--- config.mk ---
export PLATFORM = sky130hd
export DESIGN_NAME = lbt_position
export DESIGN_NICKNAME = d
export VERILOG_FILES = /design/src/rtl/label_bounding_box_table_defines.svh /design/src/rtl/lbt_pkg.sv /design/src/rtl/lbt_position.sv
export SDC_FILE = /design/constraint.sdc
export NUM_CORES = 1
export LEC_CHECK = 0
export BUFFER_PORTS_ARGS = -buffer_cell sky130_fd_sc_hd__buf_2
export CORE_ASPECT_RATIO = 0.8
export CORE_MARGIN = 2
export CORE_UTILIZATION = 42
export DETAILED_ROUTE_END_ITERATION = 7
export PLACE_DENSITY = 0.71
export SLEW_MARGIN = 20
export SYNTH_ARGS = -nofsm -noshare
export SYNTH_HDL_FRONTEND = slang
export SYNTH_SLANG_ARGS = --single-unit
--- constraint.sdc ---
create_clock -name aclk -period 5.1 [get_ports aclk]
set_clock_uncertainty 0.2 [all_clocks]
set_input_delay 0.51 -clock aclk [delete_from_list [all_inputs] [get_ports aclk]]
set_output_delay 0.51 -clock aclk [all_outputs]
set_load 0.01 [all_outputs]
--- src/rtl/label_bounding_box_table_defines.svh ---
// Assertion macros for the label bounding box table.
// Taken in by the top level; depends on nothing else.
`ifndef LABEL_BOUNDING_BOX_TABLE_DEFINES_SVH
`define LABEL_BOUNDING_BOX_TABLE_DEFINES_SVH

// same-cycle implication
`define LBT_ASSERT_IMP(lbl, clk, rstn, ante, cons) \
    lbl: assert property (@(posedge clk) disable iff (!(rstn)) (ante) |-> (cons)) \
        else $error("lbt: same-cycle check failed");

// next-cycle implication
`define LBT_ASSERT_NXT(lbl, clk, rstn, ante, cons) \
    lbl: assert property (@(posedge clk) disable iff (!(rstn)) (ante) |=> (cons)) \
        else $error("lbt: next-cycle check failed");

`endif

--- src/rtl/lbt_pkg.sv ---
// Shared types and constants of the label bounding box table.
// Used by every module of the block; depends on nothing.
package lbt_pkg;

    localparam int LABEL_W     = 16;
    localparam int POS_OUT_W   = 12;
    localparam int COUNT_W     = 24;
    localparam int COLS_CFG_W  = 13;
    localparam int EPOCH_W     = 8;
    localparam int CFG_IDX_W   = 1;
    localparam int IN_TUSER_W  = 2;
    localparam int OUT_TUSER_W = 3;
    localparam int OUT_TDATA_W = 4 * POS_OUT_W + COUNT_W;

    localparam logic [COUNT_W-1:0]    COUNT_MAX         = 24'hFFFFFF;
    localparam logic [COLS_CFG_W-1:0] RASTER_COLS_RESET = 13'd1024;
    localparam logic [LABEL_W-1:0]    NO_DATA_RESET     = 16'hD8F1; // -9999
    localparam logic [EPOCH_W-1:0]    EPOCH_FIRST       = 8'd1;
    localparam logic [EPOCH_W-1:0]    EPOCH_LAST        = 8'hFF;

    typedef enum logic [1:0] {
        REQ_PIXEL = 2'd0,
        REQ_READ  = 2'd1,
        REQ_FRAME = 2'd2
    } req_t;

    typedef enum logic [1:0] {
        ST_DONE   = 2'd0,
        ST_ABSENT = 2'd1,
        ST_RANGE  = 2'd2
    } status_t;

    typedef enum logic [CFG_IDX_W-1:0] {
        CFG_RASTER_COLS = 1'd0,
        CFG_NO_DATA     = 1'd1
    } cfg_reg_t;

    typedef struct packed {
        logic advance;
        logic clear;
    } pos_ctrl_t;

endpackage

--- src/rtl/lbt_position.sv ---
// Raster position counters: column wraps at the clamped row width, row saturates.
// Uses lbt_pkg.
module lbt_position
    import lbt_pkg::*;
#(
    parameter int MAX_COLS = 4096,
    parameter int MAX_ROWS = 4096,
    parameter int XW       = 12,
    parameter int YW       = 12
) (
    input  logic                  aclk,
    input  logic                  aresetn,
    input  pos_ctrl_t             ctrl,
    input  logic [COLS_CFG_W-1:0] raster_cols,
    output logic [XW-1:0]         col,
    output logic [YW-1:0]         row
);

    localparam int EW = (XW + 1 > COLS_CFG_W) ? XW + 1 : COLS_CFG_W;

    logic [XW-1:0] col_reg, col_next;
    logic [YW-1:0] row_reg, row_next;
    logic [EW-1:0] cols_ext, eff_cols, col_inc;
    logic          wrap;

    assign cols_ext = EW'(raster_cols);

    always_comb begin
        priority if (raster_cols == '0) begin
            eff_cols = EW'(1);
        end else if (cols_ext > EW'(MAX_COLS)) begin
            eff_cols = EW'(MAX_COLS);
        end else begin
            eff_cols = cols_ext;
        end
    end

    assign col_inc = EW'(col_reg) + EW'(1);
    assign wrap    = (col_inc >= eff_cols);

    always_comb begin
        col_next = col_reg;
        row_next = row_reg;
        priority if (ctrl.clear) begin
            col_next = '0;
            row_next = '0;
        end else if (ctrl.advance) begin
            if (wrap) begin
                col_next = '0;
                if (row_reg < YW'(MAX_ROWS - 1)) begin
                    row_next = row_reg + YW'(1);
                end
            end else begin
                col_next = col_inc[XW-1:0];
            end
        end
    end

    always_ff @(posedge aclk) begin
        if (!aresetn) begin
            col_reg <= '0;
            row_reg <= '0;
        end else begin
            col_reg <= col_next;
            row_reg <= row_next;
        end
    end

    assign col = col_reg;
    assign row = row_reg;

endmodule

-- Word-level counts from Yosys, hierarchy flattened
Cells that the tools add are included.
- memory bits (read-only): 0
- bits of input ports: 17
- memories kept: 0
- memory bits (writable): 0
- register bits: 24
- latch bits: 0
- word-level logic and storage cells: 14
- shift-type cells: 0
- bitwise gates (word level): 1
- divide/modulo/power cells: 0
- add/sub/neg operators: 2
- equality and inequality tests: 0
- $mul: 0
- reductions and logical operators: 3
- multiplexer cells: 3
- magnitude comparators: 3
- operators by type and width (cell ; number):
    2-to-1 mux 13 bit ; 2
    adder 12 x 1 -> 13 bit (second input constant) ; 1
    greater-or-equal comparator 13 bit ; 1
    greater-than comparator 13 bit (second input constant) ; 1
    logical NOT 13 bit ; 1
    adder 12 x 1 -> 12 bit (second input constant) ; 1
    less-than comparator 12 bit (second input constant) ; 1
    2-to-1 mux 12 bit ; 1
    AND reduction 3 bit ; 1
    OR reduction 2 bit ; 1
    inverter 1 bit ; 1

-- Logic depth before layout (Yosys ltp)
- depth in word-level cells: 5
- gate-level depth with buffers: 14
- mapped depth without buffers: 12

-- Least setup slack after synthesis
OpenSTA, ideal clock, no wires.
- kind: register to register
- start point: reg col_reg[0] (netlist: col[0])
- end point: reg row_reg[10] (netlist: row[10])
- setup slack: 1.752 ns
- period minus slack after synthesis: 3.348 ns
- library setup time: 0.070 ns
- stages on the path, launching flop included: 14
- arrival time: 3.078 ns
- path buffers: 1
- path through: dfxtp_1 -> ha_1 -> nand3_1 -> nor2_1 -> nand3_1 -> xnor2_1 -> ha_1 -> nand4_1 -> nor4_1 -> a211oi_1 -> and2_4 -> buf_6 -> or4_1 -> a21oi_1
- cells in the longest elaborated chain, start to end: 3
- ends and longest elaborated chain (what ; RTL line ; source):
    start: declaration ; lbt_position.sv:21 ; logic [XW-1:0] col_reg, col_next;
    start signal: assignment ; lbt_position.sv:64 ; col_reg <= col_next;
    adder 12 x 1 -> 13 bit ; lbt_position.sv:38 ; assign col_inc = EW'(col_reg) + EW'(1);
    greater-or-equal comparator 13 bit ; lbt_position.sv:39 ; assign wrap = (col_inc >= eff_cols);
    AND reduction 3 bit (no source line) ; -- ;
    end signal: assignment ; lbt_position.sv:65 ; row_reg <= row_next;
    end: declaration ; lbt_position.sv:22 ; logic [YW-1:0] row_reg, row_next;
Every way passes these cells.
A chain may end at the register's enable or synchronous reset.

-- Worst setup path after layout
Ends and elaborated chain as after synthesis.

==> flow_metrics.py <==
metrics = {
    "hold_path": {
        "hold_path_depth": 2,
        "hold_class": "reg -> reg",
    },
    "drt": {
        "drtIter0Drc": 120,
        "wl_per_cell_um": 12.3,
        "vias": 1714,
        "drtAntennaViolNets": 0,
        "finalWirelength_um": 3900,
        "dr.pass1.iters": 4,
        "via_per_inst": 5.42,
        "remaining_drc_errors": 0,
    },
    "logic_synthesis": {
        "postSynthNetCount": 262,
        "synth_area_per_cell_um2": 7.52,
        "synth_area_leaders": "dfxtp_1, ha_1, nand3_1",
        "yosysTopAreaCell": "dfxtp_1",
        "synth-main-ff-cell": "dfxtp_1",
        "syn-cell-area_um2": 1730,
        "synth_edf_count": 0,
        "ys_types": 37,
        "synth_cells": 230,
        "ys_ff_latch": 24,
        "synth_warnings": 0,
        "yosysSeqAreaShare_pct": 27.8,
        "synth_top_area_share_pct": 27.8,
        "ys_async_sr_fraction_pct": 0,
    },
    "global_route": {
        "grt_max_degree": 38,
        "use_met3_pct": 4.58,
        "grt_use_met1_pct": 27.3,
        "overflow": 0,
        "first_global_vias": 1337,
        "grt_pass1_wl_um": 6340,
        "grtUsageTotal_pct": 18.0,
        "use_met2_pct": 25.1,
        "gr-max-usage-layer": "met1",
        "antenna_found_initial": 0,
    },
    "final_layout": {
        "drive_gt1_share_pct": 17.6,
        "stdcell_count": 316,
        "nets": 294,
        "syn_to_final_growth_pct": 15.4,
        "final_core_util_pct": 51.5,
        "diodes": 0,
        "final_cell_mix": "buf_2, nand2_1, dfxtp_1",
        "final_common_cell": "buf_2",
    },
    "power": {
        "p_clk_share_pct": 36.8,
        "total_power_uw": 357,
        "p_sw_uw": 86.1,
        "intPower_uw": 271,
        "p_sw_share_pct": 24.1,
        "ir_drop_mv": 0.126,
        "comb_power_share_pct": 10.4,
        "cellPowerDensity_nw_per_um2": 179,
        "p_leak_uw": 0.000821,
        "p_seq_share_pct": 52.8,
    },
    "placed_design": {
        "hpwlAfterDp_um": 2930,
        "gp_congestion": 0.814,
        "preCtsSetupSlack_ps": 1430,
        "placement.io_buffers": 40,
        "dp.cells": 312,
    },
    "cts": {
        "cts_buffers": 3,
        "cts_hold_buf": 0,
        "cts.sinks": 24,
        "htree_levels": 1,
        "clk_pin_slew_worst_paths_ps": 80,
        "cts_resized": 0,
        "cts_root_buf": "clkbuf_8",
        "cts_setup_buffers": 0,
        "cts_tree": "done",
        "cts_buffer_depth": 2,
        "clk_latency_ps": 270,
    },
    "sta": {
        "setup_viol": 0,
        "final-hold-violation-count": 0,
        "worst_pin_slew_ps": 834,
        "period_minus_slack_ps": 3670,
        "max_slew_margin_pct": 44.4,
        "maxSlewViolCount": 0,
        "fmax_mhz": 273,
        "setup_tns_ps": 0,
        "rsz0062_at_grt": "false",
        "fin_ws_ps": 1430,
        "finalCritPeriodShare_pct": 71.9,
    },
    "floorplan": {
        "num_rows": 20,
        "core_um2": 3880,
        "die-area_um2": 4650,
        "die_h_um": 61.4,
        "die_w_um": 75.7,
        "start_util_pct": 44.6,
        "io_pins": 41,
    },
    "setup_path": {
        "worstPathArrival_ps": 3660,
        "critPathLaunchType": "register",
        "cp.required_ps": 5090,
        "cp_max_fo": 37,
        "cp-end-kind": "register",
        "crit_type": "reg -> reg",
        "ff2ff_path_depth": 12,
    },
    "run_status": {
        "status": "finished, final reports clean",
    },
    "flow_run": {
        "max_cap_viol_count": 0,
    },
}
power groups by stage:
| stage | sequential [µW] | clock, µW | combinational, µW |
|---|---|---|---|
| 4_1_cts | 189 | 135 | 37.4 |
| 3_5_place_dp | 193 | 0 | 37.3 |
| 6_report | 189 | 131 | 37.2 |
| 2_1_floorplan | 193 | 0 | 24.9 |
| 5_1_grt | 189 | 142 | 42.4 |
| 3_3_place_gp | 193 | 0 | 36.7 |
layout make-up:
cell class,instances,area [µm²]
Inverter,4,15.0
Multi-Input combinational cell,189,1180
Fill cell,389,1880
Clock buffer,4,55.1
Sequential cell,24,480
Timing Repair Buffer,40,200
Tap cell,55,68.8
worst paths after layout:
path | start | endpoint | slack, ps
max | col[0] | row[10] | 1430
min | row[11] | row[11] | 320
min reg2reg | row[11] | row[11] | 320
max reg2reg | col[0] | row[10] | 1430
worst max-delay path: stages (launching register included):
cell,delay (ps)
dfxtp_1,440
ha_1,260
nand3_1,170
nor2_1,360
nand3_1,190
xnor2_1,170
ha_1,330
nand4_1,140
nor4_1,280
a211oi_1,100
and2_4,260
or4_1,540
a21oi_1,140
logic make-up (layout without fill, tap and decap cells):
| kind of cell | Yosys count | after routing | share of synthesized area (%) |
|---|---|---|---|
| adder cells (fa/ha/maj) | 15 | 15 | 10.9 |
| flip-flops | 24 | 24 | 27.8 |
| AO/OA/AOI/OAI | 46 | 46 | 15.6 |
| multiplexers | 1 | 1 | 0.579 |
| AND/OR/NAND/NOR | 116 | 116 | 35.5 |
| buffers and inverters | 17 | 48 | 4.20 |
| XOR/XNOR | 11 | 11 | 5.57 |
cells in the mapped netlist (6+ instances only):
cell type / n
dfxtp_1: 24
o21ai_0: 10
nor2_1: 13
a31oi_1: 8
nand2_1: 29
or3_1: 6
clkbuf_1: 11
xnor2_1: 7
ha_1: 15
nand3_1: 23
a21oi_1: 19
nand2b_1: 14
routing by layer:
metal	part of all wire, %	routed length (µm)
met3	6.2	242
met1	50	1960
met4	0.79	31
met5	0	0
met2	43	1660
stage by stage:
stage	hold WS [ps]	instance area, µm²
final	316	2000
after global routing	344	2000
after CTS	313	2000
after detailed placement	301	1940
after global placement	300	1940
after floorplan	316	1730
(Power assumes the default switching activity.)
