==> config.mk <==
export PLATFORM = sky130hd
export DESIGN_NAME = lbt_update
export DESIGN_NICKNAME = d
export VERILOG_FILES = /design/src/rtl/label_bounding_box_table_defines.svh /design/src/rtl/lbt_pkg.sv /design/src/rtl/lbt_update.sv
export SDC_FILE = /design/constraint.sdc
export NUM_CORES = 1
export LEC_CHECK = 0
export BUFFER_PORTS_ARGS = -buffer_cell sky130_fd_sc_hd__buf_4
export CAP_MARGIN = 20
export CORE_AREA = 2 2 102 104
export DETAILED_ROUTE_END_ITERATION = 16
export DIE_AREA = 0 0 104 106
export GPL_TIMING_DRIVEN = 0
export PLACE_DENSITY = 0.68
export SLEW_MARGIN = 20
export SYNTH_ARGS = -nofsm -noshare
export SYNTH_HDL_FRONTEND = slang
export SYNTH_SLANG_ARGS = --single-unit
==> constraint.sdc <==
create_clock -name vclk -period 2.15
set_input_delay 0.215 -clock vclk [all_inputs]
set_output_delay 0.215 -clock vclk [all_outputs]
set_load 0.005 [all_outputs]
==> src/rtl/label_bounding_box_table_defines.svh <==
// Assertion macros for the label bounding box table.
// Taken in by the top level; depends on nothing else.
`ifndef LABEL_BOUNDING_BOX_TABLE_DEFINES_SVH
`define LABEL_BOUNDING_BOX_TABLE_DEFINES_SVH

// same-cycle implication
`define LBT_ASSERT_IMP(lbl, clk, rstn, ante, cons) \
    lbl: assert property (@(posedge clk) disable iff (!(rstn)) (ante) |-> (cons)) \
        else $error("lbt: same-cycle check failed");

// next-cycle implication
`define LBT_ASSERT_NXT(lbl, clk, rstn, ante, cons) \
    lbl: assert property (@(posedge clk) disable iff (!(rstn)) (ante) |=> (cons)) \
        else $error("lbt: next-cycle check failed");

`endif

==> src/rtl/lbt_pkg.sv <==
// Shared types and constants of the label bounding box table.
// Used by every module of the block; depends on nothing.
package lbt_pkg;

    localparam int LABEL_W     = 16;
    localparam int POS_OUT_W   = 12;
    localparam int COUNT_W     = 24;
    localparam int COLS_CFG_W  = 13;
    localparam int EPOCH_W     = 8;
    localparam int CFG_IDX_W   = 1;
    localparam int IN_TUSER_W  = 2;
    localparam int OUT_TUSER_W = 3;
    localparam int OUT_TDATA_W = 4 * POS_OUT_W + COUNT_W;

    localparam logic [COUNT_W-1:0]    COUNT_MAX         = 24'hFFFFFF;
    localparam logic [COLS_CFG_W-1:0] RASTER_COLS_RESET = 13'd1024;
    localparam logic [LABEL_W-1:0]    NO_DATA_RESET     = 16'hD8F1; // -9999
    localparam logic [EPOCH_W-1:0]    EPOCH_FIRST       = 8'd1;
    localparam logic [EPOCH_W-1:0]    EPOCH_LAST        = 8'hFF;

    typedef enum logic [1:0] {
        REQ_PIXEL = 2'd0,
        REQ_READ  = 2'd1,
        REQ_FRAME = 2'd2
    } req_t;

    typedef enum logic [1:0] {
        ST_DONE   = 2'd0,
        ST_ABSENT = 2'd1,
        ST_RANGE  = 2'd2
    } status_t;

    typedef enum logic [CFG_IDX_W-1:0] {
        CFG_RASTER_COLS = 1'd0,
        CFG_NO_DATA     = 1'd1
    } cfg_reg_t;

    typedef struct packed {
        logic advance;
        logic clear;
    } pos_ctrl_t;

endpackage

==> src/rtl/lbt_update.sv <==
// Entry merge: tag check, box widening and saturating count for one entry word.
// Also unpacks the stored box for the result beat. Uses lbt_pkg.
module lbt_update
    import lbt_pkg::*;
#(
    parameter int XW = 12,
    parameter int YW = 12,
    parameter int DW = EPOCH_W + 2 * XW + 2 * YW + COUNT_W
) (
    input  logic [DW-1:0]        old_word,
    input  logic [EPOCH_W-1:0]   epoch,
    input  logic [XW-1:0]        col,
    input  logic [YW-1:0]        row,
    output logic                 present,
    output logic [DW-1:0]        new_word,
    output logic [POS_OUT_W-1:0] x_min_out,
    output logic [POS_OUT_W-1:0] x_max_out,
    output logic [POS_OUT_W-1:0] y_min_out,
    output logic [POS_OUT_W-1:0] y_max_out,
    output logic [COUNT_W-1:0]   count_out
);

    // word layout from bit 0: count, y_max, y_min, x_max, x_min, tag
    localparam int YMAX_LO = COUNT_W;
    localparam int YMIN_LO = YMAX_LO + YW;
    localparam int XMAX_LO = YMIN_LO + YW;
    localparam int XMIN_LO = XMAX_LO + XW;
    localparam int TAG_LO  = XMIN_LO + XW;

    logic [EPOCH_W-1:0] old_tag;
    logic [XW-1:0]      old_x_min, old_x_max, new_x_min, new_x_max;
    logic [YW-1:0]      old_y_min, old_y_max, new_y_min, new_y_max;
    logic [COUNT_W-1:0] old_count, new_count;

    assign old_tag   = old_word[TAG_LO +: EPOCH_W];
    assign old_x_min = old_word[XMIN_LO +: XW];
    assign old_x_max = old_word[XMAX_LO +: XW];
    assign old_y_min = old_word[YMIN_LO +: YW];
    assign old_y_max = old_word[YMAX_LO +: YW];
    assign old_count = old_word[COUNT_W-1:0];

    // stale tags from earlier frames read as absent
    assign present = (old_tag == epoch);

    always_comb begin
        if (!present) begin
            new_x_min = col;
            new_x_max = col;
            new_y_min = row;
            new_y_max = row;
            new_count = COUNT_W'(1);
        end else begin
            new_x_min = (col < old_x_min) ? col : old_x_min;
            new_x_max = (col > old_x_max) ? col : old_x_max;
            new_y_min = (row < old_y_min) ? row : old_y_min;
            new_y_max = (row > old_y_max) ? row : old_y_max;
            new_count = (old_count == COUNT_MAX) ? old_count : old_count + COUNT_W'(1);
        end
    end

    assign new_word = {epoch, new_x_min, new_x_max, new_y_min, new_y_max, new_count};

    // zero-extend or truncate positions to the result field width
    logic [XW+POS_OUT_W-1:0] x_min_ext, x_max_ext;
    logic [YW+POS_OUT_W-1:0] y_min_ext, y_max_ext;

    assign x_min_ext = {{POS_OUT_W{1'b0}}, old_x_min};
    assign x_max_ext = {{POS_OUT_W{1'b0}}, old_x_max};
    assign y_min_ext = {{POS_OUT_W{1'b0}}, old_y_min};
    assign y_max_ext = {{POS_OUT_W{1'b0}}, old_y_max};

    assign x_min_out = x_min_ext[POS_OUT_W-1:0];
    assign x_max_out = x_max_ext[POS_OUT_W-1:0];
    assign y_min_out = y_min_ext[POS_OUT_W-1:0];
    assign y_max_out = y_max_ext[POS_OUT_W-1:0];
    assign count_out = old_count;

endmodule

---- Yosys cells after proc, flatten, opt, wreduce, memory -nomap -nowiden ----
Index checks and enable logic that the tools add are counted.
storage, ports and cells
  bits of input ports ..................... 112
  register bits ........................... 0
  output and inout bits ................... 153
  logic and storage cells ................. 17
cells by class
  magnitude comparators ................... 4
  mux-type cells .......................... 10
  eq/ne operators ......................... 2
  add/sub/neg operators ................... 1
operators by type and width
  operator               number
  $mux 12                8
  $mux 24                2
  $add 24x1->24 const B  1
  $eq 24x24->1 const B   1
  $gt 12x12->1           2
  $lt 12x12->1           2
  $eq 8x8->1             1

---- Depth between registers and ports, before layout ----
Gate-level depths: netlist of the first run.
  depth in word-level cells ............... 3
  mapped depth ............................ 9

---- Worst setup path after synthesis of the first run ----
No wires, ideal clock.
  path type ............................... input-to-output
  start ................................... input port old_word[33]
  end ..................................... output port new_word[25]
  stages on the path ...................... 9
  arrival ................................. 1,782 ps
  path buffers ............................ 1
  path slack .............................. 153 ps
  path through ............................ inv_1 -> ha_1 -> and4_1 -> nand4_1 -> a21oi_1 -> nor2_1 -> a31oi_1 -> buf_6 -> mux2_4
between the ends
  cells in the longest elaborated chain, start to end .. 3
ends and longest elaborated chain
  what             RTL line          RTL
  start, declared  lbt_update.sv:10  input logic [DW-1:0] old_word,
  $gt 12x12->1     lbt_update.sv:56  new_y_max = (row > old_y_max) ? row : old_y_max;
  $mux 12          lbt_update.sv:56
  $mux 12          lbt_update.sv:46  if (!present) begin
  end, declared    lbt_update.sv:15  output logic [DW-1:0] new_word,
No other way between the ends.

---- Final worst setup path of the first run ----
  start ................................... input port col[9]
  end ..................................... output port new_word[55]
between the ends
  cells in the longest elaborated chain, start to end .. 3
ends and longest elaborated chain
  what             RTL line          RTL
  start, declared  lbt_update.sv:12  input logic [XW-1:0] col,
  $gt 12x12->1     lbt_update.sv:54  new_x_max = (col > old_x_max) ? col : old_x_max;
  $mux 12          lbt_update.sv:54
  $mux 12          lbt_update.sv:46
No other way between the ends.

==> results of run 1 <==
==> through the flow <==
| stage | TNS [ns] | setup WS (ns) | area [um^2] |
|---|---|---|---|
| global route | -5.04 | -0.192 | 6510 |
| detailed placement | -13.76 | -0.376 | 5270 |
| global placement | -14.32 | -0.391 | 5270 |
| floorplan | 0 | 0.153 | 3110 |
| finish | -3.90 | -0.169 | 6510 |
| CTS | -0.855 | -0.0832 | 6110 |
==> synth_stat cells, types with 3 or more instances <==
master | n | share of area
buf_4 | 82 | 0.20
inv_1 | 49 | 0.059
ha_1 | 47 | 0.19
mux2_2 | 36 | 0.13
nor2_1 | 32 | 0.039
a21oi_1 | 21 | 0.034
nand2_1 | 18 | 0.022
xnor2_1 | 14 | 0.039
xor2_1 | 14 | 0.039
o21ai_0 | 13 | 0.021
nand4_1 | 12 | 0.024
mux2_4 | 10 | 0.048
nand3_1 | 9 | 0.014
nor3_1 | 9 | 0.014
a21o_1 | 3 | 0.0072
nor2b_1 | 3 | 0.0060
nor4_1 | 3 | 0.0060
==> repair_timing <==
action / CTS / global route
pin swaps: 22 / 42
cloned: 4 / 0
setup buffers: 17 / 9
resized for setup: 155 / 95
setup endpoints to repair: 53 / 63
==> how the worst min path moves through the flow <==
| stage | start | end | slack [ns] | cells past startpoint |
|---|---|---|---|---|
| after floorplan | old_word[12] | new_word[12] | 0.50 | 1 |
| final | old_word[33] | y_max_out[9] | 0.69 | 3 |
| after detailed placement | old_word[36] | y_min_out[0] | 0.70 | 3 |
| after global routing | old_word[62] | x_min_out[2] | 0.70 | 3 |
| after CTS | old_word[33] | y_max_out[9] | 0.69 | 3 |
| after global placement | old_word[64] | x_min_out[4] | 0.70 | 3 |
==> layout make-up <==
type,instances,area share
well taps,136,0.0261
inverters,50,0.0327
multi-input cells,277,0.446
plain buffers,87,0.102
repair buffers,294,0.394
==> metal layers <==
metal | share of wire | up-vias | routed length [um]
li1 | - | 1929 | -
met1 | 0.36 | 1917 | 5040
met2 | 0.53 | 206 | 7440
met3 | 0.073 | 35 | 1010
met4 | 0.030 | 0 | 415
met5 | 0 | - | 0
==> kinds of logic (layout without fill, tap and decap cells) <==
logic type	count (synthesis)	after routing
fa+ha+maj	47	47
mux	49	49
compound gates	47	47
simple gates	106	106
buf+inv	138	431
xor+xnor	28	28
==> power breakdown <==
part | switching [mW] | internal [mW] | total [mW]
clock | 0 | 0 | 0
combinational | 0.450 | 0.678 | 1.13
sequential | 0 | 0 | 0
total | 0.450 | 0.678 | 1.13
==> results.py, run 1 <==
metrics = {
    "run_status": {
        "violations": "negative setup slack",
        "status": "complete, but fails checks",
    },
    "placed_design": {
        "hpwlAfterDp_mm": 9.57,
        "place_congestion": 0.845,
        "port_buffers": 265,
        "dpl.cell_count": 816,
    },
    "global_route": {
        "use_met3": 0.0386,
        "grt-busiest-layer": "met2",
        "grt.total_usage": 0.220,
        "grt_max_degree": 11,
        "gr-total-overflow": 0,
        "grt_pass1_wl_mm": 20.4,
        "use_met2": 0.444,
        "first_global_vias": 4108,
        "use_met1": 0.237,
        "antenna_found_initial": 0,
    },
    "sta": {
        "period_needed_ns": 2.32,
        "holdWs_ns": 0.690,
        "rsz0062_at_grt": "yes",
        "setup_viol": 35,
        "fmax_mhz": 431,
        "worst_slew_pin_slew_ns": 0.456,
        "fin_crit_sh": 1.08,
        "hold_violations": 0,
        "slew_viol_final": 0,
        "worst_slack_ns": -0.169,
        "slew_headroom": 0.696,
    },
    "critical_path": {
        "crit_cells": 9,
        "worstPathArrival_ns": 2.10,
        "crit_path_end_kind": "output port",
        "cpMostUsedCell": "buf_6",
        "max_stage_delay_ns": 0.32,
        "crit_type": "in -> out",
        "crit_path_end": "new_word[55]",
        "worstSetupStartpoint": "col[9]",
        "worst-path-buf-inv": 3,
        "cp-start-kind": "input port",
        "cp_slowest_cell": "mux2_4",
        "crit_chain": "buf_4, ha_4, nand4_1, a211oi_2, nor3_2, o21ai_2, buf_6, mux2_4, buf_6",
        "critPathTopFamily": "compound AO/OA/AOI/OAI gates",
        "required_ns": 1.93,
        "cp_max_fo": 5,
    },
    "drt": {
        "drc": 0,
        "drt_iter0_drc": 85,
        "ant_nets": 0,
        "vias_per_cell": 4.84,
        "routedWlPerCell_um": 16.5,
        "firstDrtPassIters": 4,
        "wl_mm": 13.9,
        "vias": 4087,
    },
    "synthesis": {
        "synth_compound_area_frac": 0.0856,
        "synth_top_family_by_area": "buffers and inverters",
        "synth_cell_types": 44,
        "synth-simple-area-share": 0.187,
        "ys_seq_area_frac": 0,
        "synthMuxAreaShare": 0.189,
        "synth_fa_ha_area_frac": 0.189,
        "syn-instance-count": 415,
        "synth_xor_area_frac": 0.0788,
        "synth_fp_nets": 574,
        "yosysWarnings": 0,
        "syn_area_um2": 3110,
        "synth_area_per_cell_um2": 7.50,
    },
    "cells_and_area": {
        "drive_gt1_frac": 0.733,
        "utilization": 0.651,
        "antenna_cells": 0,
        "fillerInstances": 807,
        "syn2layout_area_growth_pct": 109,
        "nets": 869,
        "multi_input_area_um2": 2900,
        "numSequentialCells": 0,
        "clkbuf_count": 0,
        "final_common_cell": "buf_4",
        "final_cell_count_no_fill": 844,
        "regArea_um2": 0,
        "layout_common_cells": "buf_4, buf_6, mux2_4",
    },
    "clock_network": {
        "ctsHoldBuffers": 0,
    },
    "hold_path": {
        "hold_path.class": "in -> out",
    },
    "floorplanning": {
        "row_count": 37,
        "coreArea_um2": 10000,
        "start_util": 0.311,
        "io_pins": 265,
        "die_y_um": 106,
        "dieWidth_um": 104,
        "die-area_um2": 11000,
    },
    "power_and_ir_drop": {
        "powerDensity_nw_per_um2": 173,
        "ir_worst_vdd_uv": 123,
        "power_mw": 1.13,
        "power.leakage_nw": 3.34,
    },
    "job": {
        "cap_violations": 0,
    },
}
Power figures use the tool's default switching activity.
==> run 2, diff against run 1 <==
Settings changed: RECOVER_POWER set to 25.
==> run 2 against run 1 <==
- the run still ends with negative setup slack left
- fmax unchanged
- die area unchanged
- final cell count is the same
- power decreased by 0.15%
- routed wire length grew 0.12%
- sequential share of layout area did not move
- via count is essentially flat
- sequential cell count stayed put
- combinational power about the same
- largest power group unchanged
==> results.py, run 2 (synthesis results as in run 1) <==
metrics = {
    "global_route": {
        "grt_pass1_wl_mm": 20.4,
        "grt_max_degree": 11,
        "grt.total_usage": 0.220,
        "grt-busiest-layer": "met2",
        "use_met1": 0.237,
        "use_met2": 0.444,
        "use_met3": 0.0386,
        "first_global_vias": 4108,
        "gr-total-overflow": 0,
        "antenna_found_initial": 0,
    },
    "sta": {
        "rsz0062_at_grt": "yes",
        "slew_viol_final": 0,
        "period_needed_ns": 2.32,
        "hold_violations": 0,
        "worst_slew_pin_slew_ns": 0.458,
        "slew_headroom": 0.695,
        "fin_crit_sh": 1.08,
        "worst_slack_ns": -0.169,
        "fmax_mhz": 431,
        "holdWs_ns": 0.699,
        "setup_viol": 35,
    },
    "critical_path": {
        "crit_chain": "buf_4, ha_4, nand4_1, a211oi_2, nor3_2, o21ai_2, buf_6, mux2_4, buf_6",
        "cpMostUsedCell": "buf_6",
        "crit_path_end_kind": "output port",
        "worstPathArrival_ns": 2.10,
        "cp_max_fo": 5,
        "cp_slowest_cell": "mux2_4",
        "cp-start-kind": "input port",
        "worst-path-buf-inv": 3,
        "crit_type": "in -> out",
        "required_ns": 1.93,
        "critPathTopFamily": "compound AO/OA/AOI/OAI gates",
        "max_stage_delay_ns": 0.32,
    },
    "floorplanning": {
        "start_util": 0.311,
        "dieWidth_um": 104,
        "io_pins": 265,
        "row_count": 37,
        "die_y_um": 106,
        "die-area_um2": 11000,
        "coreArea_um2": 10000,
    },
    "cells_and_area": {
        "clkbuf_count": 0,
        "drive_gt1_frac": 0.732,
        "fillerInstances": 809,
        "syn2layout_area_growth_pct": 109,
        "antenna_cells": 0,
        "numSequentialCells": 0,
        "regArea_um2": 0,
        "final_common_cell": "buf_4",
        "multi_input_area_um2": 2900,
        "nets": 869,
        "layout_common_cells": "buf_4, buf_6, mux2_4",
    },
    "run_status": {
        "violations": "negative setup slack",
        "status": "complete, but fails checks",
    },
    "drt": {
        "wl_mm": 13.9,
        "routedWlPerCell_um": 16.5,
        "drc": 0,
        "firstDrtPassIters": 4,
        "vias_per_cell": 4.84,
        "vias": 4086,
        "ant_nets": 0,
        "drt_iter0_drc": 94,
    },
    "clock_network": {
        "ctsHoldBuffers": 0,
    },
    "power_and_ir_drop": {
        "power.leakage_nw": 3.33,
        "power_mw": 1.13,
        "powerDensity_nw_per_um2": 173,
        "ir_worst_vdd_uv": 122,
    },
    "job": {
        "cap_violations": 0,
    },
    "hold_path": {
        "hold_path.class": "in -> out",
    },
    "placed_design": {
        "dp_slack_ns": -0.376,
        "port_buffers": 265,
        "place_congestion": 0.845,
        "hpwlAfterDp_mm": 9.57,
    },
}
[run 2: cell count changes in the layout (fill, tap and decap cells not counted), sizes merged]
cell and change:
buf -11, clkbuf +11
[run 2: layout make-up]
cell class,instances,area share
Buffer,87,0.102
Inverter,50,0.0327
Multi-Input combinational cell,277,0.446
Tap cell,136,0.0261
Timing Repair Buffer,294,0.393
[run 2: metal layers]
| layer | share of wire | vias to the layer above |
|---|---|---|
| li1 | - | 1929 |
| met1 | 0.36 | 1918 |
| met2 | 0.53 | 204 |
| met3 | 0.073 | 35 |
| met4 | 0.030 | 0 |
| met5 | 0 | - |
[run 2: metrics by stage]
stage | util | instances | TNS [ns] | instance area (um^2)
floorplan | - | 415 | 0 | 3110
global placement | 0.527 | 816 | -14.32 | 5270
detailed placement | 0.527 | 816 | -13.76 | 5270
CTS | 0.611 | 837 | -0.855 | 6110
global route | 0.651 | 844 | -5.04 | 6510
finish | 0.651 | 844 | -3.91 | 6510
[run 2: repair_timing]
item,CTS,global route
buffers inserted,17,9
endpoints found under the hold margin,0,0
pin swaps,22,42
gates resized for setup,155,95
endpoints found under the setup margin,53,63
gates cloned,4,0
[run 2: path summary, 6_finish.rpt]
path	startpoint	to	cells past startpoint
setup / recovery	col[9]	new_word[55]	9
hold / removal	epoch[7]	new_word[79]	3
[run 2: where the power goes]
part           internal, mW  total, mW  switching [mW]
logic                 0.677       1.13           0.450
registers                 0          0               0
clock network             0          0               0
